[config.mk]
export PLATFORM = sky130hd
export DESIGN_NAME = mlmf_cell
export DESIGN_NICKNAME = d
export VERILOG_FILES = /design/src/sv/matrix_local_maximum_finder_unit_macros.svh /design/src/sv/mlmf_pkg.sv /design/src/sv/mlmf_cell.sv
export SDC_FILE = /design/constraint.sdc
export NUM_CORES = 1
export LEC_CHECK = 0
export BUFFER_PORTS_ARGS = -buffer_cell sky130_fd_sc_hd__buf_4
export CAP_MARGIN = 5
export CORE_AREA = 3 3 40 42
export CTS_CLUSTER_DIAMETER = 30
export CTS_CLUSTER_SIZE = 40
export DETAILED_ROUTE_END_ITERATION = 12
export DIE_AREA = 0 0 43 45
export PLACE_DENSITY_LB_ADDON = 0.12
export SYNTH_ARGS = -nofsm -noshare
export SYNTH_HDL_FRONTEND = slang
export SYNTH_SLANG_ARGS = --single-unit
[constraint.sdc]
create_clock -name clk -period 0.9 [get_ports clk]
set_input_delay 0.18 -clock clk [delete_from_list [all_inputs] [get_ports clk]]
set_output_delay 0.18 -clock clk [all_outputs]
set_load 0.01 [all_outputs]
[src/sv/matrix_local_maximum_finder_unit_macros.svh]
// ----------------------------------------------------------------------------
// Assertion macros for the matrix local maximum finder
// Concurrent checks clocked on clk and held off while rst_n is low.
// ----------------------------------------------------------------------------
`ifndef MATRIX_LOCAL_MAXIMUM_FINDER_UNIT_MACROS_SVH
`define MATRIX_LOCAL_MAXIMUM_FINDER_UNIT_MACROS_SVH

// condition holds at every clock edge out of reset
`define MLMF_ASSERT_ALWAYS(lbl, cond, msg) \
  lbl: assert property (@(posedge clk) disable iff (!rst_n) (cond)) else $error(msg);

// consequence holds in the cycle after the antecedent
`define MLMF_ASSERT_NEXT(lbl, ante, cons, msg) \
  lbl: assert property (@(posedge clk) disable iff (!rst_n) (ante) |=> (cons)) else $error(msg);

`endif

[src/sv/mlmf_pkg.sv]
// ----------------------------------------------------------------------------
// mlmf_pkg
// Types and constants shared by the local maximum finder modules.
// ----------------------------------------------------------------------------
`default_nettype none

package mlmf_pkg;

  localparam int MAX_COLS_DEF    = 1024;
  localparam int SAMPLE_BITS_DEF = 16;

  localparam int SAMPLE_IN_W  = 16;
  localparam int ROW_W        = 12;
  localparam int COL_OUT_W    = 10;
  localparam int IN_TDATA_W   = 16;
  localparam int OUT_TDATA_W  = 24;
  localparam int OUT_PAD_W    = OUT_TDATA_W - ROW_W - COL_OUT_W;

  localparam int ROWS_CFG_W   = 13;
  localparam int COLS_CFG_W   = 11;
  localparam int ROWS_LIMIT   = 4096;
  localparam int CFG_DATA_W   = 13;
  localparam int CFG_ADDR_W   = 1;

  localparam logic [CFG_ADDR_W-1:0] REG_FRAME_ROWS = 1'b0;
  localparam logic [CFG_ADDR_W-1:0] REG_FRAME_COLS = 1'b1;

  // results one input can cause, and the result queue behind them
  localparam int MAX_RES   = 3;
  localparam int PUSH_W    = 2;
  localparam int OQ_DEPTH  = 8;
  localparam int OQ_PTR_W  = 3;
  localparam int OQ_CNT_W  = 4;

  typedef struct packed {
    logic [ROW_W-1:0]     row;
    logic [COL_OUT_W-1:0] col;
    logic                 last;
  } res_t;

  typedef struct packed {
    logic [OQ_CNT_W-1:0] count;
    logic                room;
  } oq_stat_t;

endpackage

`default_nettype wire

[src/sv/mlmf_cell.sv]
// ----------------------------------------------------------------------------
// mlmf_cell
// One cell of the sample window: takes its neighbor's value on a transfer.
// ----------------------------------------------------------------------------
`default_nettype none

module mlmf_cell #(
  parameter int W = mlmf_pkg::SAMPLE_BITS_DEF
) (
  input  logic         clk,
  input  logic         en,
  input  logic [W-1:0] d,
  output logic [W-1:0] q
);

  logic [W-1:0] val_r;
  logic [W-1:0] val_nxt;

  assign val_nxt = en ? d : val_r;

  always_ff @(posedge clk) begin
    val_r <= val_nxt;
  end

  assign q = val_r;

endmodule

`default_nettype wire

# ---- Word-level counts from Yosys, hierarchy flattened
# Cells that the tools add are included.
dict set report totals {
  in_bits 18
  regBits 16
  latchBits 0
  mem_bits_rw 0
  rom_bits 0
  mem_count 0
  out_inout_bits 16
  wordCells 1
}
dict set report classes {
  n_mux 0
  multipliers 0
  reduce_logical 0
  n_div 0
  n_eq_ne 0
  n_lt_le_gt_ge 0
  bitwise 0
  shifts 0
  add_sub_neg 0
}

# ---- Longest topological paths before layout
dict set report depth {
  ltp_word 0
  mapped_depth 0
  depth_no_buf 0
}

# ---- Worst setup path before layout
# No wires, ideal clock.
dict set report synth_timing {
  kind {reg-to-output}
  startpoint {register val_r[0], in the netlist q[0]}
  endpoint {output port q[0]}
  path_stages_with_launch 1
  t_required_ns 0.720
  n_path_buf 0
  arrival_ns 0.394
  path_slack_ns 0.326
  cell_sequence {edfxtp_1}
}
# element line
set synth_lines {}
lappend synth_lines {{start, declared} mlmf_cell.sv:16} ;# logic [W-1:0] val_r;
lappend synth_lines {{start signal, assigned} mlmf_cell.sv:22} ;# val_r <= val_nxt;
lappend synth_lines {{end, declared} mlmf_cell.sv:13} ;# output logic [W-1:0] q
# No word-level cell between the ends.

# ---- Final worst setup path
dict set report layout_timing {
  startpoint {register val_r[13], in the netlist q[13]}
  endpoint {output port q[13]}
}
# No word-level cell between the ends.

==> impl_summary.txt <==
----------------------------------------------------
[Outcome]
  Status ... finished with violations
  Violated checks ... setup timing

[Detailed routing]
  Via count ... 285
  Antenna Violating Nets Remaining ... 0
  DR iter-0 viols ... 2
  Wire per inst ... 13.2 microns
  Length of the first detailed-routing pass in iterations ... 2
  Post-route DRC ... 0
  Via-to-Cell Ratio ... 4.25
  Total wire length after detailed routing ... 882 microns

[Logic synthesis]
  Cell taking the most area after synthesis ... sky130_fd_sc_hd__edfxtp_1
  Syn nets ... 34
  Synthesized area divided by synthesized cell count ... 30.0 sq um
  Mapped Area ... 480 sq um
  Commonest cells post-synth ... sky130_fd_sc_hd__edfxtp_1
  Ys async rst share ... 0%
  Cell with the most instances after synthesis ... sky130_fd_sc_hd__edfxtp_1
  Number of enable-type register cells in the synthesized netlist ... 16
  Distinct cell type count after synthesis ... 1
  Flip-flop and latch count after synthesis ... 16
  Gate count of the mapped netlist ... 16
  Synth warn ... 0
  Top-area cell type share of the netlist area ... 100%
  Largest cells by area after synthesis ... sky130_fd_sc_hd__edfxtp_1
  Predominant post-synthesis flop cell ... sky130_fd_sc_hd__edfxtp_1
  Sequential element share of the synthesized area ... 100%

[Pwr]
  Switching Share ... 19.2%
  Seq pwr share ... 62.4%
  Leakage Power ... 0.343 nW
  Tot Pwr ... 1.45 mW
  Worst vdd ir ... 1.06 mV
  Pint ... 1.17 mW
  Power per Cell Area ... 1790 nW/um^2
  Clock group share of total power ... 23.5%
  Switch Pwr ... 0.280 mW
  Combinational share of power ... 14.0%

[STA]
  Headroom to the max-slew limit ... 87.2%
  Number of pins exceeding their max-slew limit in the final report ... 0
  Hold Fails Final Rpt ... 0
  Slew at the pin closest to its max-slew limit ... 191 ps
  Setup-violating endpoint count in the final report ... 16
  Setup TNS after final layout ... -1110 ps
  Post-route setup slack ... -96.8 ps
  Period utilisation layout ... 111%
  Highest clock frequency the design can meet ... 1000 MHz
  RSZ-0062 raised after global routing ... yes
  Min Tclk post-route ... 997 ps
  Worst slack on hold paths ... 78.7 ps

[Cells and area]
  Area added between synthesis and finish ... 68.8%
  Share of final-layout standard cells stronger than drive strength 1 ... 69.2%
  Multi-input gate count ... 0
  Multi-input combinational cell area ... 0 sq um
  Final antenna diode count ... 0
  Final core utilization ... 63.1%
  Number of flip-flops in the largest register ... 16
  Final nets ... 72

[Run]
  Max_cap viols ... 0

[Clock network]
  Master cell of the clock root buffer ... sky130_fd_sc_hd__clkbuf_4
  Cts bufs inserted ... 3
  CTS tree ... built
  CTS H-tree depth ... 1
  Maximum root-to-sink buffer count ... 2
  CTS clock-pin slew for the worst setup and hold paths ... 80 ps
  Num Clock Sinks ... 16
  CTS Hold Buffers Added ... 0

[Floorplan]
  DIE HEIGHT ... 45 microns
  Floorplan core area ... 1280 sq um
  Starting Density ... 37.4%
  I/O pin total ... 34
  Die ar. ... 1940 sq um
  X dimension of the die ... 43 microns
  Cell row count ... 13

[Critical path]
  Arr. time, crit path ... 820 ps
  CP endpoint kind ... output pin
  Critical path class ... reg -> out
  Worst stage delay on the critical path ... 410 ps
  Required time of the worst setup path ... 720 ps
  Startpoint Class ... flip-flop
  Top fanout value on the critical path ... 1
  Crit path cell chain ... buf_6
  Bufs and invs on worst path ... 1
  Slowest stage cell on the critical path ... sky130_fd_sc_hd__edfxtp_1
  Cell class contributing the biggest share of worst-path delay ... flip-flops

[Worst hold path]
  End point of the worst hold path ... q[1]
  Number of instances on the worst hold path ... 1
  Min-delay worst type ... in -> reg
  Hold path startpoint ... d[1]

[Place]
  Number of buffers inserted by port buffering ... 33
  Weighted congestion reported at the end of routability-driven placement ... 0.632
  Dpl ws ... 195 ps

[GRT]
  Antenna violations before repair ... 0
  Largest net degree at the start of global routing ... 17
  Number of global-route vias before repair ... 305
  Global Route Usage Sum ... 10.4%
  Total gr overflow ... 0
  Wire length of the first global-routing pass ... 1400 microns

----------------------------------------------------
[worst max-delay path by stage]
| stage | start | endpoint | slack (ps) | depth (start not counted) |
|---|---|---|---|---|
| finish | q[13] | q[13] | -100 | 1 |
| global placement | en | q[12] | 200 | 1 |
| floorplan | q[0] | q[0] | 330 | 0 |
| CTS | q[9] | q[9] | -100 | 1 |
| global route | q[13] | q[13] | -130 | 1 |
| detailed placement | en | q[2] | 190 | 1 |
[power by group through the flow]
stage          clock network, mW  logic, mW  registers, mW
3_3_place_gp                   0      0.183          0.915
5_1_grt                    0.392      0.217          0.914
3_5_place_dp                   0      0.184          0.917
4_1_cts                    0.361      0.199          0.905
2_1_floorplan                  0          0          0.950
6_report                   0.342      0.204          0.908
[routing by layer]
metal	vias to the layer above	wire, microns	track usage [%]
met5	-	0	0
li1	138	-	-
met4	0	0	7.23
met2	19	492	17.1
met1	128	292	11.9
met3	0	98	2.79
[layout by cell type, fill, tap and decap left out]
cell type,netlist,final
sky130_fd_sc_hd__edfxtp_1,16,16
sky130_fd_sc_hd__buf_4,0,22
sky130_fd_sc_hd__buf_6,0,11
sky130_fd_sc_hd__clkbuf_4,0,3
[cell type report]
class                 count  area, sq um
Fill cell                96          474
Tap cell                 15         18.8
Timing Repair Buffer     33          289
Clock buffer              3         22.5
Sequential cell          16          480
[through the flow]
stage	std cells	instance area [sq um]
after floorplan	16	480
after global placement	64	747
after detailed placement	64	747
after CTS	67	796
after global routing	67	811
final	67	811
[cell families after synthesis]
logic type | Yosys count | synth area share, %
flip-flops | 16 | 100
[repair_timing]
action                     CTS  global route
pin swaps                    0             0
resized for setup            7             4
setup endpoints to repair   16            16
buffers inserted             0             0
Power figures use the tool's default switching activity.
