==> src/sv/matrix_local_maximum_finder_unit_macros.svh <==
// ----------------------------------------------------------------------------
// Assertion macros for the matrix local maximum finder
// Concurrent checks clocked on clk and held off while rst_n is low.
// ----------------------------------------------------------------------------
`ifndef MATRIX_LOCAL_MAXIMUM_FINDER_UNIT_MACROS_SVH
`define MATRIX_LOCAL_MAXIMUM_FINDER_UNIT_MACROS_SVH

// condition holds at every clock edge out of reset
`define MLMF_ASSERT_ALWAYS(lbl, cond, msg) \
  lbl: assert property (@(posedge clk) disable iff (!rst_n) (cond)) else $error(msg);

// consequence holds in the cycle after the antecedent
`define MLMF_ASSERT_NEXT(lbl, ante, cons, msg) \
  lbl: assert property (@(posedge clk) disable iff (!rst_n) (ante) |=> (cons)) else $error(msg);

`endif

==> src/sv/mlmf_pkg.sv <==
// ----------------------------------------------------------------------------
// mlmf_pkg
// Types and constants shared by the local maximum finder modules.
// ----------------------------------------------------------------------------
`default_nettype none

package mlmf_pkg;

  localparam int MAX_COLS_DEF    = 1024;
  localparam int SAMPLE_BITS_DEF = 16;

  localparam int SAMPLE_IN_W  = 16;
  localparam int ROW_W        = 12;
  localparam int COL_OUT_W    = 10;
  localparam int IN_TDATA_W   = 16;
  localparam int OUT_TDATA_W  = 24;
  localparam int OUT_PAD_W    = OUT_TDATA_W - ROW_W - COL_OUT_W;

  localparam int ROWS_CFG_W   = 13;
  localparam int COLS_CFG_W   = 11;
  localparam int ROWS_LIMIT   = 4096;
  localparam int CFG_DATA_W   = 13;
  localparam int CFG_ADDR_W   = 1;

  localparam logic [CFG_ADDR_W-1:0] REG_FRAME_ROWS = 1'b0;
  localparam logic [CFG_ADDR_W-1:0] REG_FRAME_COLS = 1'b1;

  // results one input can cause, and the result queue behind them
  localparam int MAX_RES   = 3;
  localparam int PUSH_W    = 2;
  localparam int OQ_DEPTH  = 8;
  localparam int OQ_PTR_W  = 3;
  localparam int OQ_CNT_W  = 4;

  typedef struct packed {
    logic [ROW_W-1:0]     row;
    logic [COL_OUT_W-1:0] col;
    logic                 last;
  } res_t;

  typedef struct packed {
    logic [OQ_CNT_W-1:0] count;
    logic                room;
  } oq_stat_t;

endpackage

`default_nettype wire

==> src/sv/mlmf_outq.sv <==
// ----------------------------------------------------------------------------
// mlmf_outq
// Result queue: up to three results in per cycle, one out while head_ready.
// ----------------------------------------------------------------------------
`default_nettype none

module mlmf_outq (
  input  logic                                        clk,
  input  logic                                        rst_n,
  input  logic [mlmf_pkg::PUSH_W-1:0]                 push_n,
  input  mlmf_pkg::res_t [mlmf_pkg::MAX_RES-1:0]      push_items,
  output mlmf_pkg::res_t                              head,
  output logic                                        head_valid,
  input  logic                                        head_ready,
  output mlmf_pkg::oq_stat_t                          stat
);

  mlmf_pkg::res_t mem_r [mlmf_pkg::OQ_DEPTH];

  logic [mlmf_pkg::OQ_PTR_W-1:0] wr_ptr_r, wr_ptr_nxt;
  logic [mlmf_pkg::OQ_PTR_W-1:0] rd_ptr_r, rd_ptr_nxt;
  logic [mlmf_pkg::OQ_CNT_W-1:0] count_r, count_nxt;
  logic                          pop;

  assign head_valid = (count_r != '0);
  assign head       = mem_r[rd_ptr_r];
  assign pop        = head_valid && head_ready;

  always_comb begin
    wr_ptr_nxt = wr_ptr_r + mlmf_pkg::OQ_PTR_W'(push_n);
    rd_ptr_nxt = rd_ptr_r + mlmf_pkg::OQ_PTR_W'(pop);
    count_nxt  = count_r + mlmf_pkg::OQ_CNT_W'(push_n) - mlmf_pkg::OQ_CNT_W'(pop);
  end

  always_ff @(posedge clk) begin
    if (!rst_n) begin
      wr_ptr_r <= '0;
      rd_ptr_r <= '0;
      count_r  <= '0;
    end else begin
      wr_ptr_r <= wr_ptr_nxt;
      rd_ptr_r <= rd_ptr_nxt;
      count_r  <= count_nxt;
    end
  end

  always_ff @(posedge clk) begin
    for (int k = 0; k < mlmf_pkg::MAX_RES; k++) begin
      if (mlmf_pkg::PUSH_W'(k) < push_n) begin
        mem_r[wr_ptr_r + mlmf_pkg::OQ_PTR_W'(k)] <= push_items[k];
      end
    end
  end

  // room for the worst case of one transfer
  assign stat.count = count_r;
  assign stat.room  = (count_r <= mlmf_pkg::OQ_CNT_W'(mlmf_pkg::OQ_DEPTH - mlmf_pkg::MAX_RES));

endmodule

`default_nettype wire

==> config.mk <==
export PLATFORM = sky130hd
export DESIGN_NAME = mlmf_outq
export DESIGN_NICKNAME = d
export VERILOG_FILES = /design/src/sv/matrix_local_maximum_finder_unit_macros.svh /design/src/sv/mlmf_pkg.sv /design/src/sv/mlmf_outq.sv
export SDC_FILE = /design/constraint.sdc
export NUM_CORES = 1
export LEC_CHECK = 0
export BUFFER_PORTS_ARGS = -buffer_cell sky130_fd_sc_hd__buf_2
export CORE_AREA = 10 10 165 167
export CTS_CLUSTER_SIZE = 8
export DETAILED_ROUTE_END_ITERATION = 16
export DIE_AREA = 0 0 175 177
export PLACE_DENSITY = 0.8
export RECOVER_POWER = 50
export SLEW_MARGIN = 30
export SYNTH_ARGS = -nofsm -noshare
export SYNTH_HDL_FRONTEND = slang
export SYNTH_SLANG_ARGS = --single-unit
export TNS_END_PERCENT = 50
==> constraint.sdc <==
create_clock -name clk -period 2.8 [get_ports clk]
set_input_delay 0.56 -clock clk [delete_from_list [all_inputs] [get_ports clk]]
set_output_delay 0.56 -clock clk [all_outputs]
set_load 0.05 [all_outputs]
**Word level (Yosys, flattened, before mapping)**

Memory sizes are Yosys's and may differ from the RTL's. A register that Yosys moved wholly into a read port is not among the register bits.
Index checks and enable logic that the tools add are counted.

- Register bits: 10
- Latch bits: 0
- Bits of input ports: 74
- Memories kept: 1
- Logic and storage cells: 23
- Memory bits (writable): 184
- ROM bits: 0

Memories:

| memory | depth | bits a word | rd ports | clocked after Yosys merged registers in | write ports | RTL line | source |
|---|---|---|---|---|---|---|---|
| mem_r | 8 | 23 | 1 | 1 | 3 | mlmf_outq.sv:18 | `mlmf_pkg::res_t mem_r [mlmf_pkg::OQ_DEPTH];` |

- Bitwise gates (word level): 0
- Multiplexer cells: 7
- Shift-type cells: 0
- Multiply operators: 0
- Equal/unequal tests: 0
- Reduce and logical (&&, ||, !) cells: 2
- $lt $le $gt $ge: 4
- Div/mod/pow operators: 0
- Add/sub/neg operators: 6

Operator list:

| kind | count |
|---|---|
| 1-bit 2-to-1 mux | 6 |
| 4-bit by 2-bit adder with 4-bit output | 1 |
| 4-bit by 3-bit <= comparator with 1-bit output (second input constant) | 1 |
| 1-bit by 2-bit less-than comparator with 1-bit output (first input constant) | 2 |
| 4-bit nonzero test | 1 |
| 4-bit by 1-bit subtractor with 4-bit output | 1 |
| 3-bit by 1-bit adder with 3-bit output | 1 |
| 3-bit by 1-bit adder with 3-bit output (second input constant) | 1 |
| 3-bit by 2-bit adder with 3-bit output | 1 |
| 3-bit by 2-bit adder with 3-bit output (second input constant) | 1 |
| 3-bit 2-to-1 mux | 1 |
| 2-bit less-than comparator (first input constant) | 1 |
| 1-bit logical AND | 1 |

**Logic depth before layout (Yosys ltp)**

- Depth after elaboration: 4
- Gate-level depth with buffers: 10
- Gate-level depth less buffers: 10

**Worst setup path after synthesis**

No wires, ideal clock.

- Kind: reg2reg
- From: register wr_ptr_r[0] (netlist name)
- To: memory mem_r[1][0] (netlist name), enable pin
- Arrival time: 2.520 ns
- Clock period less this slack: 2.929 ns
- Path buffers: 1
- Stages on the path, launching flop included: 5
- Setup slack: -0.129 ns
- Library setup time: 0.409 ns
- Cell sequence: dfxtp_1 ha_1 or3b_2 clkbuf_1 o2bb2ai_1

RTL lines:

| element | RTL line | source |
|---|---|---|
| start: declaration | mlmf_outq.sv:20 | `logic [mlmf_pkg::OQ_PTR_W-1:0] wr_ptr_r, wr_ptr_nxt;` |
| start signal: assignment | mlmf_outq.sv:41 | `wr_ptr_r <= wr_ptr_nxt;` |
| end: declaration | mlmf_outq.sv:18 |  |

==> results_dict.tcl <==
set metrics [dict create \
    status "finished, violations left" \
    failed_checks "capacitance limit, slew limit, setup timing" \
    post-place-ws_ps 359 \
    dp.cells 1653 \
    grt_usage_pct 27.7 \
    synth_edf_count 184 \
    die_area_mm2 0.0310 \
    cts_buffer_depth 2 \
    critPathCaptureType "flip-flop" \
    synth-main-ff-cell "edfxtp_1" \
    most-common-layout-cells "nand2_1, nor3_1, a31oi_1, edfxtp_1, o21ai_0" \
    grt_max_degree 151 \
    antennaDiodeCount 0 \
    final.setup.worst_slack_ps -14.0 \
    post-route-period-util_pct 101 \
    worst_slew_pin_slew_ps 1500 \
    setup_tns_ps -119 \
    numCtsBuffers 17 \
    drc 0 \
    wirelength_um 44400 \
    avgSynthCellArea_um2 9.55 \
    synthArstFlopShare_pct 0 \
    die_y_um 177 \
    timing.hold.ws_ps 437 \
    wl_per_cell_um 26.3 \
    slew-limit-headroom_pct -0.183 \
    synth_cells 1365 \
    area_delta_synth_final_pct 9.70 \
    dp_hpwl_um 25500 \
    slew_viol_final 9 \
    post_dp_cell_area_mm2 0.0138 \
    numPortBuffers 102 \
    gp_congestion 0.884 \
    arrival_ps 2900 \
    max_freq_ghz 0.355 \
    vias 12300 \
    rsz0062_at_grt "yes" \
    yosysWarnings 0 \
    overflow 0 \
    synth_seq_area_share_pct 43.9 \
    synth.distinct_cells 41 \
    ioPinCount 103 \
    finalHoldViolCount 0 \
    clk_pin_slew_ps 80 \
    grt_pass1_wl_um 67300 \
    grt_pass1_vias 11700 \
    htreeDepth 4 \
    drt_pass1_iterations 6 \
    worstSetupPathType "flip-flop to flip-flop" \
    ys_ff_latch 194 \
    crit_fanout 23 \
    pwr_density_cell_mw_per_mm2 757 \
    max_cap_violations 1 \
    layout_commonest_cell "nand2_1" \
    cp.required_ps 2890 \
    min_period_ps 2810 \
    nets 1438 \
    ir_drop_mv 0.814 \
    hold_path.class "input pin to flip-flop" \
    final_util_pct 59.7 \
    syn_area_mm2 0.0130 \
    cellLeakagePower_nw 4.47 \
    setup_viol 22 \
    drive_above_1_share_pct 19.7 \
    coreArea_mm2 0.0240 \
    synthesis.nets 1452 \
    post-cts-setup-buffer-count 0 \
    routed_via_density 7.32 \
    rows 57 \
    antenna_left 0 \
    clk_latency_ps 450 \
    total_power_mw 10.8 \
    layout.cells.non_filler 1688 \
    cts_tree "yes" \
    initialDrtViolationCount 2013 \
    grt_antenna_before_repair 2 \
    cts.sinks 194 \
    cts_root_buf "clkbuf_16" \
    dieWidth_um 175 \
    startpoint_type "flip-flop" \
    initial_core_util_pct 54.4 \
    fin_skew_ps 8.86 \
    fin_area_mm2 0.0143 \
]
==> kinds of logic (layout without fill, tap and decap cells) <==
group	Yosys count	count (layout)	synth area share, %
compound gates	380	380	16.5
mux	72	72	10.2
xor+xnor	5	5	0.538
simple gates	494	494	20.8
fa+ha+maj	14	14	1.44
buf+inv	206	205	6.61
flops	194	194	43.9
==> final timing paths <==
kind | slack [ps] | cells past startpoint | start | endpoint
hold / removal | 440 | 3 | rst_n | count_r[3]$_SDFF_PN0_
setup / recovery | -10 | 5 | wr_ptr_r[0]$_SDFF_PN0_ | mem_r[6][19]$_DFFE_PP_
setup reg to reg | -10 | 5 | wr_ptr_r[0]$_SDFF_PN0_ | mem_r[6][19]$_DFFE_PP_
hold reg to reg | 710 | 2 | rd_ptr_r[0]$_SDFF_PN0_ | rd_ptr_r[0]$_SDFF_PN0_
==> sequential cells by signal, indices dropped and copies added (netlist names) <==
signal,cells
mem_r,184
count_r,4
rd_ptr_r,3
wr_ptr_r,3
==> per-layer routing <==
layer / track usage [%] / part of all wire [%]
met1: 35.1 / 34
met2: 42.9 / 45
met3: 8.38 / 16
met4: 12.5 / 4.3
met5: 0 / 0.050
==> critical path, cell delays in order, from the launching register on <==
cell      delay, ps
dfxtp_4         370
ha_2            350
clkbuf_2        350
nand3_1         510
o22ai_1         350
clkbuf_4        520
==> power breakdown <==
part,leakage [nW],switching (mW),internal (mW)
sequential,1.79,0.151,3.70
combinational,2.39,2.95,1.45
clock,0.291,1.23,1.35
total,4.47,4.33,6.50
==> cell usage after synthesis (12+ instances only) <==
library cell  number  area (um^2)
o21ai_1           20          100
edfxtp_1         184         5530
nand2_1          188          706
o21ai_0          164          821
buf_2             25          125
and4_1            23          201
buf_1             19         71.3
mux4_2            46         1040
a31oi_1          184         1150
clkbuf_1         138          518
mux2_2            24          270
nor4bb_1          23          230
and4b_1           46          460
nor3_1           184          921
inv_1             12         45.0
==> area by class of cell <==
type	instances	area (um^2)
inverters	12	45.0
clock buffers	17	425
multi-input cells	965	6510
clock inverters	15	175
well taps	324	405
flip-flops and latches	194	5730
fillers	1978	9660
repair buffers	161	1010
==> timing repair <==
action                                  4_1_cts  5_1_grt
gates resized for setup                       2        2
endpoints found under the hold margin         0        0
endpoints found under the setup margin        7        3
cloned                                        1        0
hold buffers                                  0        0
(Power assumes the default switching activity.)
